### src/rtl/pvl_pkg.sv
// Package for the path vector loop checker: status codes, register indexes
// and the control bundle that drives the node cell chain.
// No dependencies.
package pvl_pkg;

    localparam int NODE_W   = 32;
    localparam int COUNT_W  = 6;

    typedef enum logic [1:0] {
        ST_OK        = 2'd0,
        ST_MALFORMED = 2'd1,
        ST_LOOP      = 2'd2,
        ST_INVALID   = 2'd3
    } t_status;

    // Configuration register indexes
    localparam logic CFG_PEER_ID  = 1'b0;
    localparam logic CFG_LOCAL_ID = 1'b1;

    // Broadcast to every cell of the node chain
    typedef struct packed {
        logic              shift;  // advance the chain, new node enters cell 0
        logic [NODE_W-1:0] probe;  // node under test, also the value shifted in
    } t_cell_ctl;

endpackage

### src/rtl/pvl_cell.sv
// One storage cell of the node chain: holds one path node, passes it on to
// its neighbor on shift, and flags a match against the broadcast probe.
// Depends on pvl_pkg.
module pvl_cell
    import pvl_pkg::*;
#(
    parameter int IDX = 0,
    parameter int CW  = 6
) (
    input  logic              i_clk,
    input  t_cell_ctl         i_ctl,
    input  logic [CW-1:0]     i_stored,   // nodes held by the chain
    input  logic [NODE_W-1:0] i_prev,     // node of the upstream neighbor
    output logic [NODE_W-1:0] o_node,
    output logic              o_match
);

    logic [NODE_W-1:0] r_node;

    always_ff @(posedge i_clk) begin
        if (i_ctl.shift) begin
            r_node <= i_prev;
        end
    end

    // Cell IDX holds a node of this attribute only while the count covers it
    assign o_match = (CW'(IDX) < i_stored) && (r_node == i_ctl.probe);
    assign o_node  = r_node;

endmodule

### config.mk
export PLATFORM = sky130hd
export DESIGN_NAME = pvl_cell
export DESIGN_NICKNAME = d
export VERILOG_FILES = /design/src/rtl/pvl_pkg.sv /design/src/rtl/pvl_cell.sv
export SDC_FILE = /design/constraint.sdc
export NUM_CORES = 1
export LEC_CHECK = 0
export ABC_AREA = 1
export BUFFER_PORTS_ARGS = -buffer_cell sky130_fd_sc_hd__buf_2
export CORE_UTILIZATION = 40
export DETAILED_ROUTE_END_ITERATION = 12
export GPL_TIMING_DRIVEN = 0
export PLACE_DENSITY = 0.8
export SYNTH_ARGS = -nofsm -noshare
export SYNTH_HDL_FRONTEND = slang
export SYNTH_SLANG_ARGS = --single-unit
### constraint.sdc
create_clock -name i_clk -period 1.6 [get_ports i_clk]
set_clock_uncertainty 0.05 [all_clocks]
set_input_delay 0.4 -clock i_clk [delete_from_list [all_inputs] [get_ports i_clk]]
set_output_delay 0.4 -clock i_clk [all_outputs]
set_load 0.01 [all_outputs]
==> out/qor.yml, run 1 <==
status: "finished, violations left"
violations: "negative setup slack"
drive_gt1_share_pct: 42.45
syn-cell-area_um2: 1545
final-max-slew-violation-count: 0
die_w_um: 64.16
path_buf_inv: 1
overflow: 0
ys_types: 12
cts_tree: "done"
hold_violations: 0
fin_cells: 326
grt_antenna_before_repair: 0
fin_crit_ns: 1.853
viasPerCell: 4.166
setup_ws_ns: -0.2529
placedCellCount: 320
synthCells: 168
grtUsageMet2_pct: 30.98
ys_warn_count: 0
fp.dieArea_um2: 4116
yosysTopAreaCell: "edfxtp_1"
yosys-top-cells-count: "59 x nand2_1, 33 x inv_1, 32 x edfxtp_1"
worstSetupPathType: "flop to primary output"
rows: 22
fmax_mhz: 539.7
core_um2: 3689
async_reset_ff_share_pct: 0
ys.flop_type: "edfxtp_1"
p_int_mw: 1.450
ant_nets: 0
switching_share_pct: 23.53
power_frac_seq_pct: 55.0
dp_hpwl_um: 2542
power.switching_mw: 0.4463
cts-root-buf: "clkbuf_8"
clkPwrFrac_pct: 27.3
synth-seq-cells: 32
num_vias: 1358
grt_usage_pct: 16.01
final_nets: 352
cellLeakagePower_nw: 1.173
path_cells: "nand2_1 > nand2_1 > nor2_1 > nand2_1 > nor2_2 > nand3_2 > nor2_2 > buf_2"
slowest_delay_ns: 0.41
cts_buffers: 5
drc: 0
post-synth-top-count-cell: "nand2_1"
grt_pass1_vias: 1280
critPathSlowestCell: "edfxtp_1"
tns_ns: -0.2529
synth-edff-count: 32
grt_pass1_wl_um: 4878
final-setup-viol-count: 1
wirelength_um: 3107
ys_seq_area_share_pct: 62.19
place_congestion: 0.7422
h-tree-depth: 2
synthTopCellsByArea: "edfxtp_1 62%, nand2_1 14%, inv_1 8.0%"
p_per_area_nw_per_um2: 856.4
drt-initial-drc-count: 40
critPathCaptureType: "primary output"
cpMostUsedCell: "nand2_1"
area_growth_pct: 43.32
cap_violations: 0
yosysTopAreaCellShare_pct: 62.19
clkTransAtPathRegs_ns: 0.06
worst_slew_pin_slew_ns: 0.7034
numClockSinks: 32
cp.arrival_ns: 1.40
use_met3_pct: 4.464
portBuffers: 104
worstPathRequired_ns: 1.15
dr.pass1.iters: 2
startpoint_type: "flop"
met1_usage_pct: 15.33
largest_reg_flops: 32
cts_max_path_buffers: 2
synth_nets: 240
diodes: 0
io_pins: 105
path_max_fanout: 3
vdd_drop_max_mv: 0.5700
power_mw: 1.897
cp_top_family: "simple AND/OR/NAND/NOR gates"
grt_busiest_layer: "met2"
synth.avg_cell_area_um2: 9.198
hold_class: "input port to flop"
max_slew_margin_pct: 53.10
start_util_pct: 41.89
timing.final.crit_share_pct: 115.8
rsz0062_at_grt: "yes"
grt_max_degree: 33
die_h_um: 64.16
wire_per_inst_um: 9.531
comb_power_share_pct: 17.8
## power groups by stage
stage / Sequential, mW / Clock, mW / Combinational (mW)
floorplan: 1.09 / 0 / 0.119
global placement: 1.06 / 0 / 0.328
detailed placement: 1.06 / 0 / 0.336
CTS: 1.04 / 0.545 / 0.339
global route: 1.05 / 0.572 / 0.381
finish: 1.04 / 0.517 / 0.337
## logic make-up after synthesis
family,count (synthesis),share of synthesized area [%]
simple gates,86,21.70
xor+xnor,11,6.235
compound gates,5,1.619
buf+inv,34,8.259
flops,32,62.19
## area by class of cell
type / instances / area (µm²)
fill: 352 / 1474
sequential: 32 / 960.9
timing repair buffer: 105 / 528.0
multi-input combinational: 102 / 469.2
inverter: 34 / 127.6
clock buffer: 5 / 68.82
tap: 48 / 60.06
## per-layer routing
layer  wire, µm  share of wire (%)
met1       1193                 38
met2       1655                 53
met3        210                6.8
met4         48                1.5
met5          0                  0
## cells in the final DEF, fill, tap and decap left out, drive strengths merged
master	count
buf	105
clkbuf	5
edfxtp	32
inv	34
nand2	59
nand3	3
nor2	21
nor3	1
o21ai	5
or2	2
xnor2	11
## per-stage QoR
step	setup WS, ns	utilization, %	hold WS (ns)	instance area, µm²
finish	-0.2529	60.04	0.2502	2215
global route	-0.4326	60.04	0.2376	2215
CTS	-0.2867	59.77	0.2355	2205
detailed placement	-0.1413	57.63	0.5281	2126
global placement	-0.1240	57.63	0.5266	2126
floorplan	0.1520	-	0.4489	1545
## worst paths after layout
kind	startpoint	to	slack [ns]	cells after the start
max	o_node[1]	o_match	-0.25	8
min	i_prev[14]	o_node[14]	0.25	1
## timing repair
action,4_1_cts,5_1_grt
setup buffers,0,1
endpoints found under the setup margin,1,1
pin swaps,7,4
gates resized for setup,3,1
hold buffers,0,0
Power figures use the tool's default switching activity.
==> inputs of run 2 (changes only) <==
CAP_MARGIN = 20   (was not set)
CORE_UTILIZATION = 38   (was 40)
PLACE_DENSITY = 0.76   (was 0.8)
==> run 2 against run 1 <==
Compared with the run above: the run still ends with negative setup slack left; global-route usage fell by 0.27 points; utilization fell by 0.75 points; first-iteration DRC count shrank 57%; total power is 3.0% higher; largest cell class unchanged.
==> out/qor.yml, run 2 (synthesized netlist as in run 1, its figures left out) <==
cts_buffers: 5
power_frac_seq_pct: 53.4
holdWs_ns: 0.2455
multi_input_area_um2: 471.7
worst_slew_pin_slew_ns: 0.6947
diodes: 0
path_cells: "nand2_1 > nand2_1 > nor2_2 > nand2_1 > nor2_1 > nand3_2 > nor2_2 > buf_2"
dpl_cell_area_um2: 2126
rows: 22
fmax_mhz: 535.1
final-max-slew-violation-count: 0
area_growth_pct: 44.70
slowest_delay_ns: 0.41
violations: "negative setup slack"
start_util_pct: 40.98
final_nets: 353
ant_nets: 0
critPathSlowestCell: "edfxtp_1"
drt-initial-drc-count: 17
worstPathRequired_ns: 1.15
h-tree-depth: 2
overflow: 0
critPathCaptureType: "primary output"
p_per_area_nw_per_um2: 873.4
wl_met1_um: 1246
cap_violations: 0
dr_wl_met3_um: 259
top_layer: "met4"
clkTransAtPathRegs_ns: 0.06
grt_usage_pct: 15.73
nFillCells: 344
design_area_um2: 2236
grt_max_degree: 33
place_congestion: 0.7279
clkPwrFrac_pct: 29.1
grt_antenna_before_repair: 0
cts_tree: "done"
regArea_um2: 960.9
wirelength_um: 3199
status: "finished, violations left"
cpMostUsedCell: "nand2_1"
comb_power_share_pct: 17.5
setup_ws_ns: -0.2689
cp.arrival_ns: 1.42
hold_class: "input port to flop"
final_util_pct: 59.29
p_int_mw: 1.476
cts_max_path_buffers: 2
drc: 0
final_common_cell: "buf_2"
wire_per_inst_um: 9.694
core_um2: 3771
path_max_fanout: 3
cts-root-buf: "clkbuf_8"
die_h_um: 65.77
final-setup-viol-count: 1
tns_ns: -0.2689
grt_pass1_vias: 1269
fin_crit_ns: 1.869
die_w_um: 65.77
portBuffers: 104
hold_violations: 0
startpoint_type: "flop"
cellLeakagePower_nw: 1.182
dr.pass1.iters: 4
largest_reg_flops: 32
fp.dieArea_um2: 4326
numClockSinks: 32
timing.final.crit_share_pct: 116.8
vdd_drop_max_mv: 0.5211
max_slew_margin_pct: 53.69
viasPerCell: 4.239
worstSetupPathType: "flop to primary output"
wl_met2_um: 1645
pre_cts_slack_ns: -0.1276
io_pins: 105
grt_pass1_wl_um: 4885
switching_share_pct: 24.43
dp_hpwl_um: 2545
drive_gt1_share_pct: 42.55
layout_common_cells: "104 x buf_2, 59 x nand2_1, 33 x inv_1"
rsz0062_at_grt: "yes"
num_vias: 1399
power.switching_mw: 0.4771
-- run 2: changes by cell type in the layout (fill, tap and decap cells not counted), sizes merged --
cell	change
clkbuf	+2
buf	+1
clkinv	+1
-- run 2: area by class of cell --
cell class / instances / area share (%)
flip-flops and latches: 32 / 42.98
repair buffers: 106 / 23.95
multi-input cells: 102 / 21.10
inverters: 34 / 5.708
clock buffers: 7 / 3.414
well taps: 48 / 2.686
clock inverters: 1 / 0.1679
-- run 2: worst paths after layout --
kind / depth (start not counted) / to / slack [ns] / startpoint
worst min-delay path: 1 / o_node[17] / 0.25 / i_prev[17]
worst max-delay path: 8 / o_match / -0.27 / o_node[25]
-- run 2: worst max-delay path: cells and delay by family (launching register included) --
| family | cells | cell delay (ns) |
|---|---|---|
| buffers and inverters | 1 | 0.13 |
| DFF | 1 | 0.41 |
| and+or+nand+nor | 7 | 0.61 |
-- run 2: what timing repair did --
item / in CTS / in global routing
resized for setup: 4 / 1
hold buffers: 0 / 0
endpoints found under the setup margin: 1 / 1
buffers inserted: 1 / 1
pin swaps: 1 / 0
-- run 2: per-layer routing --
| metal | up-vias | GRT usage (%) |
|---|---|---|
| met5 | - | 0 |
| met4 | 0 | 5.707 |
| met3 | 5 | 7.586 |
| met2 | 56 | 28.19 |
| met1 | 602 | 15.50 |
| li1 | 736 | - |
-- run 2: power groups by stage --
stage          sequential, mW  combinational [mW]  clock, mW
2_1_floorplan            1.09               0.119          0
3_3_place_gp             1.06               0.330          0
3_5_place_dp             1.06               0.336          0
4_1_cts                  1.04               0.343      0.595
5_1_grt                  1.05               0.384      0.626
6_report                 1.04               0.341      0.568
-- run 2: stage by stage --
| step | std cells | power [mW] |
|---|---|---|
| after global routing | 330 | 2.063 |
| after CTS | 329 | 1.982 |
| final | 330 | 1.953 |
| after global placement | 320 | 1.387 |
| after floorplan | 168 | 1.211 |
| after detailed placement | 320 | 1.396 |
